==> config.mk <==
export PLATFORM = sky130hd
export DESIGN_NAME = ioera_ctrl
export DESIGN_NICKNAME = d
export VERILOG_FILES = /design/src/hdl/ioera_pkg.sv /design/src/hdl/ioera_ctrl.sv
export SDC_FILE = /design/constraint.sdc
export NUM_CORES = 1
export LEC_CHECK = 0
export ABC_AREA = 1
export BUFFER_PORTS_ARGS = -buffer_cell sky130_fd_sc_hd__buf_4
export CAP_MARGIN = 10
export CORE_AREA = 4 4 41 43
export DETAILED_ROUTE_END_ITERATION = 16
export DIE_AREA = 0 0 45 47
export PLACE_DENSITY = 0.75
export SYNTH_ARGS = -nofsm -noshare
export SYNTH_HDL_FRONTEND = slang
export SYNTH_SLANG_ARGS = --single-unit
==> constraint.sdc <==
create_clock -name clk -period 1.2 [get_ports clk]
set_input_delay 0.24 -clock clk [delete_from_list [all_inputs] [get_ports clk]]
set_output_delay 0.24 -clock clk [all_outputs]
set_load 0.1 [all_outputs]
==> src/hdl/ioera_pkg.sv <==
package ioera_pkg;

  // field widths fixed by the word formats
  localparam int CMD_BITS     = 2;
  localparam int CLIENT_BITS  = 3;
  localparam int ID_BITS      = 32;
  localparam int DATA_BITS    = 32;
  localparam int KIND_BITS    = 2;
  localparam int MASK_BITS    = 8;
  localparam int MAX_CLIENTS  = 2 ** CLIENT_BITS;

  // defaults for the top level parameters
  localparam int NUM_CLIENTS_DEF  = 8;
  localparam int WINDOW_DEF       = 32;
  localparam int PAYLOAD_BITS_DEF = 32;

  localparam logic [ID_BITS-1:0] ID_MAX = '1;

  typedef enum logic [CMD_BITS-1:0] {
    CMD_EVENT     = 2'd0,
    CMD_EVENT_END = 2'd1,
    CMD_END       = 2'd2,
    CMD_NONE      = 2'd3
  } cmd_t;

  typedef enum logic [KIND_BITS-1:0] {
    KIND_EVENT   = 2'd0,
    KIND_ACK     = 2'd1,
    KIND_UNKNOWN = 2'd2,
    KIND_BEYOND  = 2'd3
  } kind_t;

  typedef struct packed {
    logic [CMD_BITS-1:0]    command;
    logic [CLIENT_BITS-1:0] client;
    logic [ID_BITS-1:0]     seq_id;
    logic [DATA_BITS-1:0]   payload;
  } in_word_t;

  typedef struct packed {
    logic [KIND_BITS-1:0]   kind;
    logic [CLIENT_BITS-1:0] client_out;
    logic [ID_BITS-1:0]     id_out;
    logic [DATA_BITS-1:0]   payload_out;
    logic                   last;
  } out_word_t;

  // controller to datapath
  typedef struct packed {
    logic  load;
    logic  insert;
    logic  step;
    logic  out_valid;
    kind_t out_kind;
    logic  out_last;
  } dp_ctrl_t;

  // datapath to controller
  typedef struct packed {
    logic [CMD_BITS-1:0] command;
    logic                known;
    logic                newer;
    logic                beyond;
    logic                hit;
  } dp_status_t;

endpackage

==> src/hdl/ioera_ctrl.sv <==
module ioera_ctrl (
  input  logic                  clk,
  input  logic                  rst,
  input  logic                  start,
  output logic                  busy,
  input  ioera_pkg::dp_status_t status,
  output ioera_pkg::dp_ctrl_t   ctrl
);
  import ioera_pkg::*;

  typedef enum logic [3:0] {
    S_IDLE  = 4'b0001,
    S_CHECK = 4'b0010,
    S_WALK  = 4'b0100,
    S_ACK   = 4'b1000
  } state_t;

  state_t state, state_next;
  logic   rel_pend, rel_pend_next;
  logic   released, released_next;
  logic   has_event;
  logic   has_end;

  assign busy = (state != S_IDLE);

  always_comb begin
    has_event = status.command inside {CMD_EVENT, CMD_EVENT_END};
    has_end   = status.command inside {CMD_EVENT_END, CMD_END};
  end

  always_comb begin
    state_next     = state;
    rel_pend_next  = rel_pend;
    released_next  = released;
    ctrl.load      = 1'b0;
    ctrl.insert    = 1'b0;
    ctrl.step      = 1'b0;
    ctrl.out_valid = 1'b0;
    ctrl.out_kind  = KIND_EVENT;
    ctrl.out_last  = 1'b0;
    case (state)
      S_IDLE: begin
        if (start) begin
          ctrl.load  = 1'b1;
          state_next = S_CHECK;
        end
      end
      S_CHECK: begin
        rel_pend_next = 1'b0;
        released_next = 1'b0;
        if (status.command == CMD_NONE) begin
          state_next = S_IDLE;
        end else if (!status.known) begin
          ctrl.out_valid = 1'b1;
          ctrl.out_kind  = KIND_UNKNOWN;
          ctrl.out_last  = 1'b1;
          state_next     = S_IDLE;
        end else begin
          if (has_event && status.newer) begin
            if (status.beyond) begin
              // last unless a release is certain to follow
              ctrl.out_valid = 1'b1;
              ctrl.out_kind  = KIND_BEYOND;
              ctrl.out_last  = !(has_end && status.hit);
            end else begin
              ctrl.insert = 1'b1;
            end
          end
          state_next = has_end ? S_WALK : S_IDLE;
        end
      end
      S_WALK: begin
        // previous step's payload is out of the store now
        ctrl.out_valid = rel_pend;
        ctrl.out_kind  = KIND_EVENT;
        if (status.hit) begin
          ctrl.step     = 1'b1;
          rel_pend_next = 1'b1;
          released_next = 1'b1;
        end else begin
          rel_pend_next = 1'b0;
          state_next    = released ? S_ACK : S_IDLE;
        end
      end
      S_ACK: begin
        ctrl.out_valid = 1'b1;
        ctrl.out_kind  = KIND_ACK;
        ctrl.out_last  = 1'b1;
        state_next     = S_IDLE;
      end
      default: begin
        state_next = S_IDLE;
      end
    endcase
  end

  always_ff @(posedge clk) begin
    if (rst) begin
      state    <= S_IDLE;
      rel_pend <= 1'b0;
      released <= 1'b0;
    end else begin
      state    <= state_next;
      rel_pend <= rel_pend_next;
      released <= released_next;
    end
  end

endmodule

==> results of run 1 <==
## registers in the layout (all words and copies together), names as in the netlist
register	count
released	1
state	4
rel_pend	1
## synthesized netlist by cell type
master | count | area, sq um
inv_1 | 12 | 45.0
nand2_1 | 9 | 33.8
nand3_1 | 9 | 45.0
dfxtp_1 | 6 | 120
ha_1 | 3 | 37.5
nand4_1 | 3 | 18.8
nor2_1 | 3 | 11.3
nor2_4 | 3 | 33.8
a21oi_1 | 2 | 10.0
nand2_2 | 2 | 12.5
nor3_1 | 2 | 10.0
a21oi_2 | 1 | 8.76
buf_4 | 1 | 7.51
nand2_4 | 1 | 11.3
nand3_2 | 1 | 10.0
nand3b_1 | 1 | 7.51
nand4_2 | 1 | 12.5
nor2_2 | 1 | 6.26
nor3_2 | 1 | 10.0
o211ai_1 | 1 | 7.51
o21ai_0 | 1 | 5.00
o21ai_2 | 1 | 8.76
## power breakdown
part / internal [mW] / switching [mW] / total (mW)
clock network: 0.113 / 0.0725 / 0.186
registers: 0.209 / 0.00813 / 0.217
logic: 0.180 / 0.225 / 0.405
## worst max-delay path, delay by kind of cell (launching register included)
kind	cells	cell delay, ns
and+or+nand+nor	5	0.60
DFF	1	0.34
buffers and inverters	2	0.25
## timing repair
item / CTS / global route
pin swaps: 4 / 2
buffers inserted: 3 / 8
gates resized for setup: 31 / 24
endpoints found under the setup margin: 9 / 13
## kinds of logic (layout without fill, tap and decap cells)
| kind of cell | Yosys count | count (layout) |
|---|---|---|
| AOI/OAI and AO/OA | 6 | 6 |
| adders and majority gates | 3 | 3 |
| buffers and inverters | 13 | 56 |
| DFF | 6 | 6 |
| and+or+nand+nor | 37 | 37 |
## path summary, 6_finish.rpt
path                               start        to  slack, ns  cells after the start
worst min register to register  released  state[3]       0.49                      2
worst max register to register  state[1]  state[2]      -0.45                     13
worst max-delay path            state[1]   ctrl[5]      -0.49                      7
worst min-delay path                 rst  state[2]       0.20                      2
## metrics by stage
step / util / setup WS, ns
final: 0.854 / -0.490
after global placement: 0.623 / -0.336
after CTS: 0.743 / -0.462
after detailed placement: 0.623 / -0.370
after global routing: 0.854 / -0.563
after floorplan: - / -0.601
## layout make-up
type,instances,area (sq um),share of cell area
Timing Repair Buffer,41,453,0.408
Clock buffer,3,22.5,0.0203
Sequential cell,6,128,0.115
Tap cell,15,18.8,0.0169
Inverter,12,66.3,0.0597
Multi-Input combinational cell,46,423,0.381
## per-layer routing
metal  vias up  routed length (um)  GRT usage
met5         -                   0          0
met4         0                  82     0.0877
met3        10                  54     0.0115
met2        18                 907      0.280
met1       286                 706      0.189
li1        302                   -          -
## cell usage in the layout, fill, tap and decap left out, types with 3 or more instances in the layout
master    Yosys  final
buf_4         1     21
buf_6         0     12
buf_12        0      8
nor2_4        3      6
inv_1        12      6
nand3_1       9      6
nand2_1       9      5
nand2_4       1      4
nand2_2       2      3
nand4_1       3      3
a21oi_2       1      3
nand3_2       1      3
clkbuf_4      0      3
dfxtp_2       0      3
==> run_results.csv, run 1 <==
group,metric,value,unit
floorplanning,fp.dieArea,0.00212,sq mm
yosys,ys_warn_count,0,
drt,vias,616,
clocking,cts.sinks,6,
power_and_ir_drop,p_per_area,727,mW/mm^2
cells_and_area,nets,122,
placement,port_buffers,16,
sta,clock_skew,0.00316,ns
sta,maxSlewViolCount,0,
power_and_ir_drop,power.leakage,0.499,nW
run,maxCapViolCount,0,
grt,grt_max_degree,7,
power_and_ir_drop,vdd_drop_max,655,uV
placement,gp_congestion,0.772,
clocking,htreeDepth,1,
clocking,cts.path.max_buffers,2,
power_and_ir_drop,power.total,807,uW
sta,finalHoldViolCount,0,
clocking,cts_made_buffers,3,
yosys,synth_compound_area_frac,0.0847,
sta,fmax,592,MHz
floorplanning,design.core.area,0.00130,sq mm
clocking,root_buffer,"clkbuf_4",
yosys,synth_nets,77,
status,violations,"negative setup slack",
sta,hold_ws,0.201,ns
clocking,cts_hold_buf,0,
yosys,synth.area.mux_share,0,
cells_and_area,layout-drive-gt1-share,0.731,
worst_setup_path,crit_path_start_kind,"flip-flop",
grt,grt_pass1_vias,586,
yosys,synth-simple-area-share,0.471,
sta,setup_ws,-0.490,ns
drt,dr.pass1.iters,2,
yosys,synth_top_family_by_area,"simple AND/OR/NAND/NOR gates",
floorplanning,row_count,13,
placement,placed_cell_area,811,sq um
floorplanning,start_util,0.363,
grt,grt-ovfl-total,0,
worst_setup_path,cp_data_arrival_time,1.45,ns
yosys,synthesis.instances,65,
cells_and_area,antenna_cells,0,
cells_and_area,stdcell_count,123,
cells_and_area,stdcell_area,0.00111,sq mm
grt,track_usage,0.158,
min_path,hold_path.class,"input port to flip-flop",
floorplanning,die_width,45,um
worst_setup_path,worstSetupEndpointType,"output port",
worst_setup_path,path_cells,"inv_2, nor2_4, nand2_4, nor2_4, nand2_4, nor3_4, buf_12",
sta,maxSlewHeadroom,0.765,
floorplanning,die_h,47,um
yosys,syn-cell-area,473,sq um
worst_setup_path,crit_path_max_fanout,4,
clocking,clk_pin_slew_worst_paths,0.04,ns
cells_and_area,synthToLayoutAreaGrowth,135,%
placement,dp_hpwl,1090,um
yosys,synthAdderAreaFrac,0.0794,
drt,antenna_left,0,
sta,setup_viol,10,
drt,drt_iter0_markers,1,
yosys,syn_avg_cell_area,7.28,sq um
yosys,ys_ff_latch,6,
worst_setup_path,slowest_delay,0.34,ns
yosys,synth_xor_area_frac,0,
drt,vias_per_cell,5.01,
placement,dp_cells,110,
clocking,clk_latency,0.25,ns
drt,drt_wl_total,1750,um
drt,drc_errors,0,
cells_and_area,nFillCells,78,
sta,min_period,1.69,ns
sta,worst_pin_slew,0.350,ns
sta,rsz0062_at_grt,"true",
sta,post-route-period-util,1.41,
grt,grt_pass1_wl,2420,um
worst_setup_path,worst_ep_required_time,0.96,ns
drt,wl_per_cell,14.2,um
floorplanning,ioPinCount,17,
grt,antenna_found_initial,0,
yosys,ys_seq_area_frac,0.254,
worst_setup_path,critPathKind,"flip-flop to output port",
worst_setup_path,critPathSlowestCell,"dfxtp_2",
sta,tns,-3.68,ns
status,status,"complete, but fails checks",
yosys,ys_types,22,
clocking,cts_tree,"yes",
No activity file was read; power rests on OpenSTA's default activity.
==> inputs of run 2 (changes only) <==
--- a/config.mk
+++ b/config.mk
@@ -8,10 +8,11 @@
 export ABC_AREA = 1
 export BUFFER_PORTS_ARGS = -buffer_cell sky130_fd_sc_hd__buf_4
 export CAP_MARGIN = 10
-export CORE_AREA = 4 4 41 43
+export CORE_AREA = 5 5 42 44
 export DETAILED_ROUTE_END_ITERATION = 16
-export DIE_AREA = 0 0 45 47
+export DIE_AREA = 0 0 47 49
 export PLACE_DENSITY = 0.75
+export SETUP_SLACK_MARGIN = 0.5
 export SYNTH_ARGS = -nofsm -noshare
 export SYNTH_HDL_FRONTEND = slang
 export SYNTH_SLANG_ARGS = --single-unit
==> run 2 against run 1 <==
Compared with the run above:
- the flow still finishes with violations (negative setup slack)
- clock skew is 0.00077 ns higher
- maximum frequency down 1.4%
- wire length is 13% higher
- utilization is 0.33 points higher
- flip-flop and latch count stayed put
- register-to-register slack got worse by 0.04 ns
- critical path type unchanged
- largest power group unchanged
==> run_results.csv, run 2 (synthesis gave the netlist of run 1 again) <==
group,metric,value,unit
clocking,cts.path.max_buffers,2,
status,violations,"negative setup slack",
cells_and_area,layout-drive-gt1-share,0.763,
sta,setup_ws,-0.514,ns
placement,gp_congestion,0.769,
worst_setup_path,worstSetupEndpointType,"output port",
sta,maxSlewHeadroom,0.705,
drt,drc_errors,0,
sta,clock_skew,0.00393,ns
clocking,cts_tree,"yes",
grt,antenna_found_initial,0,
cells_and_area,synthToLayoutAreaGrowth,154,%
power_and_ir_drop,power.leakage,0.533,nW
worst_setup_path,cp_data_arrival_time,1.47,ns
clocking,cts_hold_buf,0,
worst_setup_path,crit_path_max_fanout,3,
sta,hold_ws,0.206,ns
worst_setup_path,critPathKind,"flip-flop to output port",
worst_setup_path,slowest_delay,0.33,ns
power_and_ir_drop,p_per_area,687,mW/mm^2
cells_and_area,final_util,0.857,
drt,vias,623,
sta,finalHoldViolCount,0,
grt,grt_pass1_wl,2800,um
sta,min_period,1.71,ns
grt,grt-ovfl-total,0,
sta,maxSlewViolCount,0,
sta,worst_pin_slew,0.438,ns
grt,grt_max_degree,7,
cells_and_area,layout_commonest_cell,"buf_4",
floorplanning,ioPinCount,17,
floorplanning,design.core.area,0.00140,sq mm
sta,setup_viol,13,
sta,fmax,584,MHz
drt,vias_per_cell,4.79,
cells_and_area,nets,128,
cells_and_area,largest-register,"state",
sta,rsz0062_at_grt,"true",
placement,port_buffers,16,
run,maxCapViolCount,0,
grt,track_usage,0.170,
floorplanning,row_count,14,
sta,post-route-period-util,1.43,
cells_and_area,largest_register_ffs,4,
drt,drt_iter0_markers,13,
status,status,"complete, but fails checks",
worst_setup_path,critPathSlowestCell,"dfxtp_2",
cells_and_area,final_cell_mix,"buf_4 (23), buf_6 (16), buf_12 (8)",
drt,antenna_left,0,
floorplanning,die_width,47,um
worst_setup_path,path_cells,"nor2_4, nand2_4, nor2_4, nand2_4, nor3_4, buf_12",
floorplanning,die_h,49,um
clocking,cts_made_buffers,3,
drt,wl_per_cell,15.2,um
drt,drt_wl_total,1980,um
floorplanning,start_util,0.338,
clocking,root_buffer,"clkbuf_4",
cells_and_area,antenna_cells,0,
power_and_ir_drop,power.total,825,uW
worst_setup_path,worst_ep_required_time,0.96,ns
clocking,clk_pin_slew_worst_paths,0.05,ns
power_and_ir_drop,vdd_drop_max,955,uV
clocking,htreeDepth,1,
clocking,cts.sinks,6,
clocking,clk_latency,0.25,ns
worst_setup_path,crit_path_start_kind,"flip-flop",
min_path,hold_path.class,"input port to flip-flop",
placement,dp_hpwl,1110,um
grt,grt_pass1_vias,629,
placement,dpl_worst_slack,-0.380,ns
drt,dr.pass1.iters,4,
cells_and_area,top_regs,"state: 4 flops, rel_pend: 1 flops, released: 1 flops",
floorplanning,fp.dieArea,0.00230,sq mm
[run 2: cell types whose count changed in the layout (fill, tap and decap cells not counted), moves of 2 or more]
cell	change
nor3_2	+2
buf_6	+4
buf_4	+2
nor3_1	-2
[run 2: timing repair]
action,4_1_cts,5_1_grt
setup endpoints to repair,14,14
pin swaps,3,5
setup buffers,11,4
resized for setup,45,18
[run 2: final timing paths]
| kind | startpoint | endpoint | slack, ns | depth (start not counted) |
|---|---|---|---|---|
| worst max-delay path | state[3] | ctrl[5] | -0.51 | 6 |
| worst min-delay path | rst | state[2] | 0.21 | 2 |
| worst max register to register | state[3] | state[2] | -0.49 | 13 |
| worst min register to register | released | released | 0.50 | 2 |
[run 2: layout make-up]
cell class	instances	area (sq um)
flip-flops and latches	6	128
clock buffers	3	22.5
repair buffers	47	513
inverters	12	63.8
multi-input cells	46	454
well taps	16	20.0
fillers	69	200
[run 2: report_power, final]
group	internal (mW)	switching [mW]
logic	0.182	0.233
clock network	0.114	0.0798
registers	0.209	0.00794
total	0.504	0.321
[run 2: metal layers]
| metal | share of wire | up-vias | global-route usage |
|---|---|---|---|
| li1 | - | 312 | - |
| met1 | 0.40 | 288 | 0.210 |
| met2 | 0.54 | 14 | 0.281 |
| met3 | 0.021 | 9 | 0.0111 |
| met4 | 0.038 | 0 | 0.0876 |
| met5 | 0 | - | 0 |
[run 2: worst max-delay path: cells and delay by family, from the launching register on]
kind	cells	cell delay, ns
AND/OR/NAND/NOR	5	0.67
flip-flops	1	0.33
buffers and inverters	1	0.21
[run 2: through the flow]
stage | cells | setup TNS (ns) | instance area (sq um)
floorplan | 65 | -2.70 | 574
global placement | 112 | -1.99 | 820
detailed placement | 112 | -2.18 | 820
CTS | 126 | -3.55 | 1090
global route | 130 | -4.95 | 1200
finish | 130 | -4.32 | 1200
==> inputs of run 3 (changes only) <==
--- a/config.mk
+++ b/config.mk
@@ -11,7 +11,8 @@
 export CORE_AREA = 5 5 42 44
 export DETAILED_ROUTE_END_ITERATION = 16
 export DIE_AREA = 0 0 47 49
-export PLACE_DENSITY = 0.75
+export MAX_ROUTING_LAYER = met4
+export PLACE_DENSITY = 0.72
 export SETUP_SLACK_MARGIN = 0.5
 export SYNTH_ARGS = -nofsm -noshare
 export SYNTH_HDL_FRONTEND = slang
==> constraint.sdc (replaced) <==
create_clock -name clk -period 1.8 [get_ports clk]
set_input_delay 0.36 -clock clk [delete_from_list [all_inputs] [get_ports clk]]
set_output_delay 0.36 -clock clk [all_outputs]
set_load 0.1 [all_outputs]
==> run 3 against run 2 <==
Compared with the run above:
- the run still ends with negative setup slack left
- combinational power fell by 48%
- highest routed layer unchanged
- sequential share of layout area increased by 2.7 points
- cell count fell by 13%
==> run_results.csv, run 3 (synthesis gave the netlist of run 1 again) <==
group,metric,value,unit
power_and_ir_drop,power_frac_clock,0.263,
power_and_ir_drop,switching_share,0.395,
worst_setup_path,critPathSlowestCell,"dfxtp_4",
clocking,cts.path.max_buffers,2,
power_and_ir_drop,power.total,490,uW
power_and_ir_drop,power.leakage,0.438,nW
placement,dp_hpwl,932,um
clocking,cts_hold_buf,0,
grt,grt_max_degree,7,
sta,hold_ws,0.294,ns
status,violations,"negative setup slack",
grt,grt_pass1_vias,562,
clocking,cts_made_buffers,3,
worst_setup_path,slowest_delay,0.35,ns
cells_and_area,stdcell_count,113,
placement,gp_congestion,0.741,
drt,drt_wl_total,1530,um
worst_setup_path,path_cells,"inv_2, nor2_4, nand2_4, nor2_4, nand2_4, nor3_4, buf_12",
sta,fmax,550,MHz
worst_setup_path,crit_path_start_kind,"flip-flop",
power_and_ir_drop,pwr-share-comb,0.441,
grt,grt_pass1_wl,2290,um
worst_setup_path,cp.buffers_inverters,2,
floorplanning,die_h,49,um
placement,port_buffers,16,
sta,maxSlewViolCount,0,
drt,vias_per_cell,4.94,
placement,dpl_worst_slack,0.0369,ns
placement,dp_cells,97,
clocking,cts.sinks,6,
placement,placed_cell_area,706,sq um
worst_setup_path,critPathKind,"flip-flop to output port",
worst_setup_path,worst_ep_required_time,1.44,ns
floorplanning,fp.dieArea,0.00230,sq mm
drt,antenna_left,0,
power_and_ir_drop,p_per_area,503,mW/mm^2
sta,post-route-period-util,1.01,
cells_and_area,nets,111,
drt,dr.pass1.iters,4,
run,maxCapViolCount,0,
cells_and_area,top_regs,"state: 4 flops, rel_pend: 1 flops, released: 1 flops",
clocking,root_buffer,"clkbuf_4",
clocking,clk_pin_slew_worst_paths,0.05,ns
min_path,hold_depth,2,
sta,setup_viol,2,
floorplanning,design.core.area,0.00140,sq mm
min_path,hold_path.class,"input port to flip-flop",
clocking,cts_tree,"yes",
drt,vias,558,
grt,antenna_found_initial,0,
worst_setup_path,crit_path_max_fanout,4,
cells_and_area,largest_register_ffs,4,
power_and_ir_drop,intPower,296,uW
sta,worst_pin_slew,0.329,ns
sta,finalHoldViolCount,0,
worst_setup_path,crit_family,"simple AND/OR/NAND/NOR gates",
clocking,htreeDepth,1,
cells_and_area,layout_commonest_cell,"buf_4",
cells_and_area,stdcell_area,973,sq um
drt,drt_iter0_markers,6,
min_path,hold_end,"state[2]",
worst_setup_path,cp_data_arrival_time,1.46,ns
power_and_ir_drop,p_sw,193,uW
drt,wl_per_cell,13.5,um
sta,min_period,1.82,ns
power_and_ir_drop,vdd_drop_max,550,uV
worst_setup_path,r2r_start,"state[1]",
grt,grt-ovfl-total,0,
worst_setup_path,r2r_cells,8,
cells_and_area,final_cell_mix,"buf_4 (20), nand3_1 (8), buf_12 (8)",
sta,clock_skew,0.0111,ns
power_and_ir_drop,p_seq_frac,0.295,
cells_and_area,antenna_cells,0,
min_path,worstHoldStart,"rst",
grt,track_usage,0.140,
worst_setup_path,reg2reg_to,"state[0]",
sta,setup_ws,-0.0176,ns
worst_setup_path,worstSetupEndpointType,"output port",
cells_and_area,layout-drive-gt1-share,0.649,
floorplanning,start_util,0.338,
cells_and_area,largest-register,"state",
floorplanning,die_width,47,um
floorplanning,ioPinCount,17,
status,status,"complete, but fails checks",
cells_and_area,synthToLayoutAreaGrowth,106,%
drt,drc_errors,0,
sta,rsz0062_at_grt,"true",
worst_setup_path,worst-r2r-setup-slack,0.50,ns
sta,maxSlewHeadroom,0.779,
clocking,clk_latency,0.25,ns
floorplanning,row_count,14,
## run 3: cell types whose count changed in the layout (fill, tap and decap cells not counted), moves of 2 or more
cell and delta:
nor3_2 -2, nand3_1 +2, buf_4 -3, a21oi_1 +2, a21oi_2 -2, nor3_1 +2
buf_6 -14
## run 3: repair_timing
item	in CTS	in global routing
pin swaps	6	11
gates resized for setup	32	9
endpoints found under the setup margin	8	8
cloned	0	0
buffers inserted	6	7
## run 3: power groups by stage
stage          registers, mW  clock network [mW]  logic, mW
3_5_place_dp           0.147                   0      0.164
5_1_grt                0.145               0.143      0.230
6_report               0.145               0.129      0.216
2_1_floorplan          0.146                   0      0.118
4_1_cts                0.144               0.129      0.197
3_3_place_gp           0.147                   0      0.161
## run 3: per-stage QoR
stage,TNS (ns),util
finish,-0.0250,0.695
global route,-0.187,0.695
CTS,-0.0159,0.636
detailed placement,0,0.504
global placement,0,0.504
floorplan,-0.259,-
## run 3: worst register-to-register path: stages (launching register included)
cell and delay (ns):
dfxtp_4 0.34, buf_4 0.15, nor2_4 0.15, buf_4 0.16, nand3_1 0.08, nand3_1 0.12, nand3_1 0.09, nand2_1 0.06
nand2_1 0.04
## run 3: worst max path at each step
stage,slack [ns],depth (start not counted),from,endpoint
after global placement,0.06,8,status[5],ctrl[3]
after floorplan,-0.12,4,state[0],ctrl[6]
after CTS,-0.01,7,state[1],ctrl[1]
after detailed placement,0.04,8,status[5],ctrl[3]
after global routing,-0.07,7,state[1],ctrl[5]
final,-0.02,7,state[1],ctrl[5]
## run 3: area by class of cell
cell class,instances,area (sq um)
fillers,104,428
multi-input cells,46,405
repair buffers,30,333
flip-flops and latches,6,130
inverters,12,62.6
clock buffers,3,22.5
well taps,16,20.0
## run 3: layer usage
layer / vias to the layer above / routed length, um / global-route usage
met5: - / 0 / -
li1: 277 / - / -
met1: 264 / 531 / 0.135
met3: 4 / 78 / 0.0775
met2: 13 / 902 / 0.229
met4: 0 / 15 / 0.0461
